File: src/irc_tok_pkg.sv
// Package with the shared types, codes and constants of the line tokenizer.
package irc_tok_pkg;

  localparam int MaxParamsDef = 255;

  localparam logic [7:0] ChLf    = 8'h0A;
  localparam logic [7:0] ChCr    = 8'h0D;
  localparam logic [7:0] ChColon = 8'h3A;
  localparam logic [7:0] ChSpace = 8'h20;

  localparam logic [2:0] RolePrefix = 3'd0;
  localparam logic [2:0] RoleCmd    = 3'd1;
  localparam logic [2:0] RoleMiddle = 3'd2;
  localparam logic [2:0] RoleTrail  = 3'd3;
  localparam logic [2:0] RoleSep    = 3'd4;
  localparam logic [2:0] RoleEol    = 3'd5;

  typedef struct packed {
    logic [7:0] out_byte;
    logic [2:0] role;
    logic [7:0] param_number;
    logic       opens_field;
    logic       line_end;
    logic       prefix_is_command;
  } res_t;

  typedef struct packed {
    logic [1:0] count;
    res_t       first;
    res_t       second;
  } push_t;

endpackage

File: src/irc_tok_fifo.sv
// Result queue of four entries that takes up to two results per cycle.
module irc_tok_fifo (
  input  logic                 clk_i,
  input  logic                 rst_ni,
  input  irc_tok_pkg::push_t   push_i,
  output logic                 room_o,
  output logic                 valid_o,
  input  logic                 stall_i,
  output irc_tok_pkg::res_t    head_o
);

  localparam int Depth = 4;
  localparam int PtrW  = $clog2(Depth);

  irc_tok_pkg::res_t mem_q [Depth];
  logic [PtrW-1:0] wr_ptr_q, wr_ptr_d, rd_ptr_q, rd_ptr_d;
  logic [PtrW:0]   cnt_q, cnt_d;
  logic            pop;

  assign valid_o = (cnt_q != '0);
  assign room_o  = (cnt_q <= (PtrW+1)'(Depth - 2));
  assign head_o  = mem_q[rd_ptr_q];
  assign pop     = valid_o && !stall_i;

  always_comb begin
    wr_ptr_d = wr_ptr_q + PtrW'(push_i.count);
    rd_ptr_d = rd_ptr_q + PtrW'(pop);
    cnt_d    = cnt_q + (PtrW+1)'(push_i.count) - (PtrW+1)'(pop);
  end

  always_ff @(posedge clk_i or negedge rst_ni) begin
    if (!rst_ni) begin
      wr_ptr_q <= '0;
      rd_ptr_q <= '0;
      cnt_q    <= '0;
    end else begin
      wr_ptr_q <= wr_ptr_d;
      rd_ptr_q <= rd_ptr_d;
      cnt_q    <= cnt_d;
    end
  end

  always_ff @(posedge clk_i) begin
    if (push_i.count != 2'd0) begin
      mem_q[wr_ptr_q] <= push_i.first;
    end
    if (push_i.count == 2'd2) begin
      mem_q[wr_ptr_q + PtrW'(1)] <= push_i.second;
    end
  end

endmodule

File: src/irc_tok_parse.sv
// Line grammar state and byte tagging for one registered input word.
module irc_tok_parse #(
  parameter int MAX_PARAMS = irc_tok_pkg::MaxParamsDef
) (
  input  logic               clk_i,
  input  logic               rst_ni,
  input  logic               step_i,
  input  logic [7:0]         byte_i,
  output irc_tok_pkg::push_t push_o
);

  localparam logic [2:0] PhStart   = 3'd0;
  localparam logic [2:0] PhPrefix  = 3'd1;
  localparam logic [2:0] PhSkipCmd = 3'd2;
  localparam logic [2:0] PhCmd     = 3'd3;
  localparam logic [2:0] PhGap     = 3'd4;
  localparam logic [2:0] PhMiddle  = 3'd5;
  localparam logic [2:0] PhTrail   = 3'd6;

  localparam logic [7:0] MaxCnt = 8'(MAX_PARAMS);

  typedef struct packed {
    irc_tok_pkg::res_t res;
    logic [2:0]        phase;
    logic [7:0]        cnt;
  } tag_t;

  function automatic tag_t tag_byte(logic [7:0] b, logic [2:0] ph, logic [7:0] cnt);
    tag_t t;
    logic sp;
    logic colon;
    logic [7:0] bumped;
    sp     = (b == irc_tok_pkg::ChSpace);
    colon  = (b == irc_tok_pkg::ChColon);
    bumped = (cnt < MaxCnt) ? cnt + 8'd1 : cnt;
    t.res.out_byte          = b;
    t.res.role              = irc_tok_pkg::RoleSep;
    t.res.param_number      = '0;
    t.res.opens_field       = 1'b0;
    t.res.line_end          = 1'b0;
    t.res.prefix_is_command = 1'b0;
    t.phase                 = ph;
    t.cnt                   = cnt;
    unique case (ph)
      PhStart: begin
        if (colon) begin
          t.res.role        = irc_tok_pkg::RolePrefix;
          t.res.opens_field = 1'b1;
          t.phase           = PhPrefix;
        end else if (sp) begin
          t.phase = PhSkipCmd;
        end else begin
          t.res.role        = irc_tok_pkg::RoleCmd;
          t.res.opens_field = 1'b1;
          t.phase           = PhCmd;
        end
      end
      PhPrefix: begin
        if (sp) begin
          t.phase = PhSkipCmd;
        end else begin
          t.res.role = irc_tok_pkg::RolePrefix;
        end
      end
      PhSkipCmd: begin
        if (!sp) begin
          t.res.role        = irc_tok_pkg::RoleCmd;
          t.res.opens_field = 1'b1;
          t.phase           = PhCmd;
        end
      end
      PhCmd: begin
        if (sp) begin
          t.phase = PhGap;
        end else begin
          t.res.role = irc_tok_pkg::RoleCmd;
        end
      end
      PhGap: begin
        if (!sp) begin
          t.res.param_number = bumped;
          t.res.opens_field  = 1'b1;
          t.cnt              = bumped;
          if (colon) begin
            t.phase = PhTrail;
          end else begin
            t.res.role = irc_tok_pkg::RoleMiddle;
            t.phase    = PhMiddle;
          end
        end
      end
      PhMiddle: begin
        if (sp) begin
          t.phase = PhGap;
        end else begin
          t.res.role         = irc_tok_pkg::RoleMiddle;
          t.res.param_number = cnt;
        end
      end
      default: begin
        t.res.role         = irc_tok_pkg::RoleTrail;
        t.res.param_number = cnt;
        t.phase            = PhTrail;
      end
    endcase
    return t;
  endfunction

  logic       held_cr_q, held_cr_d;
  logic       nonempty_q, nonempty_d;
  logic [2:0] phase_q, phase_d;
  logic [7:0] cnt_q, cnt_d;
  tag_t       cr_tag, byte_tag;
  logic [2:0] mid_phase;
  logic [7:0] mid_cnt;

  always_comb begin
    cr_tag    = tag_byte(irc_tok_pkg::ChCr, phase_q, cnt_q);
    mid_phase = held_cr_q ? cr_tag.phase : phase_q;
    mid_cnt   = held_cr_q ? cr_tag.cnt : cnt_q;
    byte_tag  = tag_byte(byte_i, mid_phase, mid_cnt);

    held_cr_d  = held_cr_q;
    nonempty_d = nonempty_q;
    phase_d    = phase_q;
    cnt_d      = cnt_q;

    push_o.count  = 2'd0;
    push_o.first  = byte_tag.res;
    push_o.second = byte_tag.res;

    if (step_i) begin
      if (byte_i == irc_tok_pkg::ChLf) begin
        push_o.first.out_byte          = '0;
        push_o.first.role              = irc_tok_pkg::RoleEol;
        push_o.first.param_number      = cnt_q;
        push_o.first.opens_field       = 1'b0;
        push_o.first.line_end          = 1'b1;
        push_o.first.prefix_is_command = (phase_q == PhPrefix);
        push_o.count = nonempty_q ? 2'd1 : 2'd0;
        held_cr_d  = 1'b0;
        nonempty_d = 1'b0;
        phase_d    = PhStart;
        cnt_d      = '0;
      end else begin
        if (held_cr_q) begin
          push_o.first = cr_tag.res;
        end
        if (byte_i == irc_tok_pkg::ChCr) begin
          held_cr_d    = 1'b1;
          push_o.count = held_cr_q ? 2'd1 : 2'd0;
          phase_d      = mid_phase;
          cnt_d        = mid_cnt;
          nonempty_d   = nonempty_q | held_cr_q;
        end else begin
          held_cr_d    = 1'b0;
          push_o.count = held_cr_q ? 2'd2 : 2'd1;
          phase_d      = byte_tag.phase;
          cnt_d        = byte_tag.cnt;
          nonempty_d   = 1'b1;
        end
      end
    end
  end

  always_ff @(posedge clk_i or negedge rst_ni) begin
    if (!rst_ni) begin
      held_cr_q  <= 1'b0;
      nonempty_q <= 1'b0;
      phase_q    <= PhStart;
      cnt_q      <= '0;
    end else begin
      held_cr_q  <= held_cr_d;
      nonempty_q <= nonempty_d;
      phase_q    <= phase_d;
      cnt_q      <= cnt_d;
    end
  end

endmodule

File: src/irc_line_tokenizer_core.sv
// Top level of the IRC line tokenizer: input register, parser and result queue.
//
//   channel  | direction | handshake                    | word
//   data     | in        | data_valid_i / data_stall_o  | data_byte_i
//   result   | out       | result_valid_o / result_stall_i | tagged byte fields
//
// One input word is taken per cycle unless data_stall_o is set; it is parsed from the input
// register, and its results can be taken from the next cycle on, one per cycle unless stalled.
// A word that yields two results, a held CR followed by another byte, pushes both into the
// queue at once, and the four-entry result queue absorbs the extra result.
// The input register moves on only while the queue has room for two results.
// Reset clears the grammar state, the input register's valid flag and the queue.
module irc_line_tokenizer_core #(
  parameter int MAX_PARAMS = irc_tok_pkg::MaxParamsDef
) (
  input  logic       clk_i,
  input  logic       rst_ni,
  input  logic       data_valid_i,
  output logic       data_stall_o,
  input  logic [7:0] data_byte_i,
  output logic       result_valid_o,
  input  logic       result_stall_i,
  output logic [7:0] out_byte_o,
  output logic [2:0] role_o,
  output logic [7:0] param_number_o,
  output logic       opens_field_o,
  output logic       line_end_o,
  output logic       prefix_is_command_o
);

  logic               in_valid_q, in_valid_d;
  logic [7:0]         in_byte_q;
  logic               accept;
  logic               advance;
  logic               room;
  irc_tok_pkg::push_t push;
  irc_tok_pkg::res_t  head;

  assign advance      = in_valid_q && room;
  assign data_stall_o = in_valid_q && !room;
  assign accept       = data_valid_i && !data_stall_o;

  always_comb begin
    in_valid_d = in_valid_q;
    if (accept) begin
      in_valid_d = 1'b1;
    end else if (advance) begin
      in_valid_d = 1'b0;
    end
  end

  always_ff @(posedge clk_i or negedge rst_ni) begin
    if (!rst_ni) begin
      in_valid_q <= 1'b0;
    end else begin
      in_valid_q <= in_valid_d;
    end
  end

  always_ff @(posedge clk_i) begin
    if (accept) begin
      in_byte_q <= data_byte_i;
    end
  end

  irc_tok_parse #(
    .MAX_PARAMS(MAX_PARAMS)
  ) u_parse (
    .clk_i  (clk_i),
    .rst_ni (rst_ni),
    .step_i (advance),
    .byte_i (in_byte_q),
    .push_o (push)
  );

  irc_tok_fifo u_fifo (
    .clk_i   (clk_i),
    .rst_ni  (rst_ni),
    .push_i  (push),
    .room_o  (room),
    .valid_o (result_valid_o),
    .stall_i (result_stall_i),
    .head_o  (head)
  );

  assign out_byte_o          = head.out_byte;
  assign role_o              = head.role;
  assign param_number_o      = head.param_number;
  assign opens_field_o       = head.opens_field;
  assign line_end_o          = head.line_end;
  assign prefix_is_command_o = head.prefix_is_command;

endmodule

File: config.mk
export PLATFORM = sky130hd
export DESIGN_NAME = irc_line_tokenizer_core
export DESIGN_NICKNAME = d
export VERILOG_FILES = /design/src/irc_tok_pkg.sv /design/src/irc_tok_fifo.sv /design/src/irc_tok_parse.sv /design/src/irc_line_tokenizer_core.sv
export SDC_FILE = /design/constraint.sdc
export NUM_CORES = 1
export LEC_CHECK = 0
export BUFFER_PORTS_ARGS = -buffer_cell sky130_fd_sc_hd__buf_2
export CAP_MARGIN = 25
export CORE_UTILIZATION = 45
export CTS_CLUSTER_SIZE = 14
export DETAILED_ROUTE_END_ITERATION = 8
export PLACE_DENSITY_LB_ADDON = 0.05
export SYNTH_ARGS = -nofsm -noshare
export SYNTH_HDL_FRONTEND = slang
export SYNTH_HIERARCHICAL = 1
export SYNTH_SLANG_ARGS = --single-unit
File: constraint.sdc
create_clock -name clk_i -period 6.9 [get_ports clk_i]
set_input_delay 0.345 -clock clk_i [delete_from_list [all_inputs] [get_ports clk_i]]
set_output_delay 0.345 -clock clk_i [all_outputs]
set_load 0.01 [all_outputs]
### Yosys cells after proc, flatten, opt, wreduce, memory -nomap -nowiden

Memories as Yosys holds them, arrays and structs flattened.
Index checks and enable logic that the tools add are counted.

| cells by class | value |
|---|---|
| add/subtract/negate cells | 7 |
| $mul | 0 |
| div/mod/pow operators | 0 |
| magnitude comparators | 3 |
| equal/unequal tests | 15 |
| shift operators | 0 |
| mux-type cells | 50 |
| bitwise gates (word level) | 1 |
| reduce and logical (&&, ||, !) cells | 21 |

Operators by type and width:

| operator | number |
|---|---|
| 2-to-1 mux 8 bit | 7 |
| 2-to-1 mux 24 bit | 2 |
| 2-to-1 mux 3 bit | 11 |
| case mux 3 bit (5 select lines) | 2 |
| case mux 8 bit (3 select lines) | 1 |
| 2-to-1 mux 11 bit | 2 |
| 2-to-1 mux 22 bit | 1 |
| adder 8 x 1 -> 8 bit, second input constant | 2 |
| equality test 8 x 4 -> 1 bit, second input constant | 2 |
| equality test 8 x 6 -> 1 bit, second input constant | 2 |
| < comparator 8 bit, second input constant | 2 |
| 2-to-1 mux 1 bit | 16 |
| case mux 8 bit (2 select lines) | 1 |
| equality test 3 x 2 -> 1 bit, second input constant | 4 |
| equality test 3 bit, second input constant | 4 |
| 2-to-1 mux 12 bit | 1 |
| case mux 3 bit (3 select lines) | 1 |
| OR reduction 3 bit | 3 |
| OR reduction 2 bit | 4 |
| OR reduction 4 bit | 2 |
| equality test 3 x 1 -> 1 bit, second input constant | 2 |
| zero test 3 bit | 2 |
| 2-to-1 mux 2 bit | 3 |
| case mux 2 bit (3 select lines) | 1 |
| other kinds (13) | 19 |

| storage, ports and cells | value |
|---|---|
| flip-flop bits (word level) | 29 |
| latch bits | 0 |
| bits in writable memories | 88 |
| ROM bits | 0 |
| input port bits | 12 |
| output and inout bits | 24 |
| logic and storage cells | 107 |
| memories | 1 |

Memories:

| name | depth | bits a word | rd ports | clocked after memory_dff | write ports | RTL line | text |
|---|---|---|---|---|---|---|---|
| u_fifo.mem_q | 4 | 22 | 1 | 0 | 2 | irc_tok_fifo.sv:15 | `irc_tok_pkg::res_t mem_q [Depth];` |

### Depth between registers and ports, before layout

| depth | value |
|---|---|
| depth after elaboration | 14 |
| gate-level depth with buffers | 14 |
| mapped depth without buffers | 12 |

### Modules after synthesis

The synthesis kept the hierarchy.

By module, submodules not included:

| module | instances | cells each | area each (um^2) | sequential area each (um^2) |
|---|---|---|---|---|
| irc_tok_fifo | 1 | 255 | 4818.4 | 2817.7 |
| irc_tok_parse | 1 | 298 | 2152.1 | 325.3 |
| irc_line_tokenizer_core | 1 | 14 | 304.0 | 265.3 |

### Least setup slack after synthesis

OpenSTA, ideal clock, no wires.

| timing path | value |
|---|---|
| path kind | reg2reg |
| start point | reg in_byte_q[4] |
| end point | mem u_fifo/mem_q[0][0] (netlist bit), enable pin |
| setup time | 435 ps |
| data arrival time | 3730 ps |
| required time | 6465 ps |
| setup slack | 2735 ps |
| cell stages (with the launch flop) | 8 |
| path buffers | 0 |
| period minus slack after synthesis | 4165 ps |
| path through | edfxtp_1 nor4_1 nand4_1 ha_1 nand2_1 a21oi_1 nor2_1 o31ai_1 |

RTL lines:

| element | RTL line | text |
|---|---|---|
| start, declared | irc_line_tokenizer_core.sv:32 | `logic [7:0] in_byte_q;` |
| start signal, assigned | irc_line_tokenizer_core.sv:62 | `in_byte_q <= data_byte_i;` |
| end, declared | irc_tok_fifo.sv:15 |  |

==> metrics <==
Final Wtd Congestion just under 1; antenna violations before repair 0; per-instance average area after synthesis between 10 and 15 um2; Netlist cell types slightly below 80; WP data arrival 4.51 ns; worst min path class in2reg; status complete, no violations; r2r startpoint u_parse/cnt_q[0]; number of port buffers 35; final total power about 2.8 mW; die height approximately 130 um; layout cells sized above 1 between 30% and 40%; final wirelength around 18 mm; root buffer cell clkbuf_16; Clock Skew 0.01536 ns; Yosys Warn Count 6; worst rel slew slack between 40% and 50%; Place WS between 2 and 3 ns; TritonCTS clock tree built; hold path depth 1; count of state elements after synthesis approximately 120; clock slew at reported path FFs 0.05 ns; R2R Path End u_fifo/mem_q[2][6]; fin crit share a little over three fifths; total negative slack 0 ns; n_diodes 0; Fillers around 1400; Vias around 4800; Fin. Hold Viols 0; largest net degree at the start of global routing 24; fmax 0.2297 GHz; RSZ-0062 raised after global routing no; startpoint types flip-flop; IO Count 36; Worst EP required between 7 and 8 ns; DR WL/cell between 20 and 25 um; Clock Sinks 117; final core occ 51.13%; Worst-Margin Slew 0.8964 ns; DRT antenna net count 0; vias in the first global route 4700; H-tree Lvls 4; Area Growth Syn to Fin 11.25%; Remaining DRCs 0; post-synthesis async set-or-reset flop share 17.95%; LEAKAGE 2.972 nW; post-synthesis sequential area ratio 46.85%; Worst VDD drop roughly 0.27 mV; Worst Min Path Start data_byte_i[3]; crit end category flip-flop; Core Footprint ~16000 um2; Top FF cell, synth edfxtp_1; HPWL after DPL 11.26 mm; die outline area around 17000 um2; r2r worst-path depth 11; Iteration-0 DRC Markers between 300 and 400; grt total ovfl 0; Max Cap Violations 0; Bufs on Longest Clock Path 2; FF+latch area around 3400 um2; PwrDens 340.1 nW/um2; final cell count without fillers 813; cts bufs inserted 17; global-route wire length before repair between 20 and 30 mm; Setup CP Type reg2reg; Total GRT Usage roughly 23%; Hold Path End in_byte_q[3]; die width around 130 um; Final min period approximately 4.4 ns; CTS resizes 0; setup violators final 0; worst-path maximum fanout 13; postcts setup bufs 0; Pre-Repair DR Iteration Count 5; Mapped Area ~7300 um2; # rows 46; Initial Utilization approximately 46%; r2r setup slk approximately 2.5 ns; number of synthesized flops with an enable pin 96; fin. max-slew vios 0; Worst Setup Slack, final around 2.5 ns; synthesized netlist cell count around 570; post-placement cell count between 700 and 800; clock latency on the worst-skew pair around 0.42 ns; Post-CTS Hold Buffers 1; Total Nets Final about 600; routed vias/inst 5.961; area of the multi-input gates between 3000 and 4000 um2
==> kinds of logic after synthesis <==
kind of cell	count (synthesis)	share of synthesized area [%]
AO/OA/AOI/OAI	101	9.546
adder cells (fa/ha/maj)	7	1.307
buffers and inverters	61	4.902
AND/OR/NAND/NOR	149	11.99
XOR/XNOR	14	1.789
flip-flops	117	46.85
multiplexers	117	23.56
other	1	0.05155
==> layout make-up <==
class | count | share of cell area, %
clock buffer | 23 | 5.906
clock inverter | 9 | 1.237
inverter | 15 | 0.6957
multi-input combinational | 390 | 43.77
sequential | 117 | 42.12
tap | 216 | 3.340
timing repair buffer | 43 | 2.938
==> registers in the layout, indices dropped and copies added, names as in the netlist <==
signal,cells
in_valid_q,1
u_fifo/cnt_q,3
u_parse/cnt_q,8
in_byte_q,8
u_parse/held_cr_q,1
u_fifo/wr_ptr_q,2
u_fifo/mem_q,88
u_parse/nonempty_q,1
u_fifo/rd_ptr_q,2
u_parse/phase_q,3
==> cells in the final DEF, fill, tap and decap left out, types with 12 or more instances in the layout <==
master and n:
o21ai_0 15, nor2_1 32, and2_1 12, mux4_2 22, clkbuf_16 17, buf_2 35
edfxtp_1 96, a21oi_1 26, nand2_1 33, dfrtp_1 21, inv_1 15, mux2_2 51
mux2_4 39
==> Yosys cell counts, types with 7 or more instances <==
cell type	number	area [um2]
mux2_4	39	585.6
and3_1	9	56.30
mux4_2	22	495.5
mux2_2	51	574.3
nor3_1	9	45.04
and2_1	12	75.07
inv_1	15	56.30
dfrtp_1	21	525.5
edfxtp_1	96	2883
o31ai_1	7	52.55
clkbuf_1	10	37.54
buf_4	16	120.1
buf_2	12	60.06
a31oi_1	8	50.05
nor2_1	33	123.9
o21ai_0	15	75.07
buf_6	7	78.83
nand2_1	33	123.9
a21oi_1	26	130.1
xnor2_1	10	87.58
==> worst max path at each step <==
stage | from | to | slack [ns] | cells after the start
floorplan | in_byte_q[4] | u_fifo/mem_q[0][0] | 2.74 | 7
global placement | u_parse/cnt_q[0] | u_fifo/mem_q[3][6] | 2.73 | 11
detailed placement | u_parse/cnt_q[0] | u_fifo/mem_q[2][6] | 2.61 | 11
CTS | u_parse/cnt_q[0] | u_fifo/mem_q[2][6] | 2.60 | 11
global route | u_parse/cnt_q[0] | u_fifo/mem_q[2][6] | 2.30 | 11
finish | u_parse/cnt_q[0] | u_fifo/mem_q[2][6] | 2.55 | 11
==> report_power, final <==
group	internal [mW]	total (mW)	switching [mW]	leakage [nW]
logic	0.377	0.835	0.458	1.53
registers	0.947	1.05	0.102	1.16
clock network	0.557	0.869	0.312	0.285
total	1.88	2.75	0.872	2.97
==> worst max-delay path, cell delays in order, from the launching register on <==
cell	delay, ns
dfrtp_1	0.48
ha_1	0.43
nand4_4	0.21
o21ai_2	0.37
mux2_2	0.43
ha_1	0.29
and4b_1	0.23
nor3_4	0.57
nor3_1	0.10
or3_1	0.47
a21o_1	0.25
mux2_4	0.27
==> stage by stage <==
step	hold slack (ns)	area (um2)
4_1_cts	0.08686	8093
6_report	0.1076	8093
5_1_grt	0.08677	8093
2_1_floorplan	0.04941	7278
3_5_place_dp	0.3463	7505
3_3_place_gp	0.3370	7505
==> per-layer routing <==
metal	GRT usage [%]	up-vias	part of all wire [%]
met5	0	-	0
met4	9.481	0	2.8
met3	5.078	32	5.9
met2	34.95	181	46
met1	31.64	2426	46
li1	-	2207	-
Power figures use the tool's default switching activity.
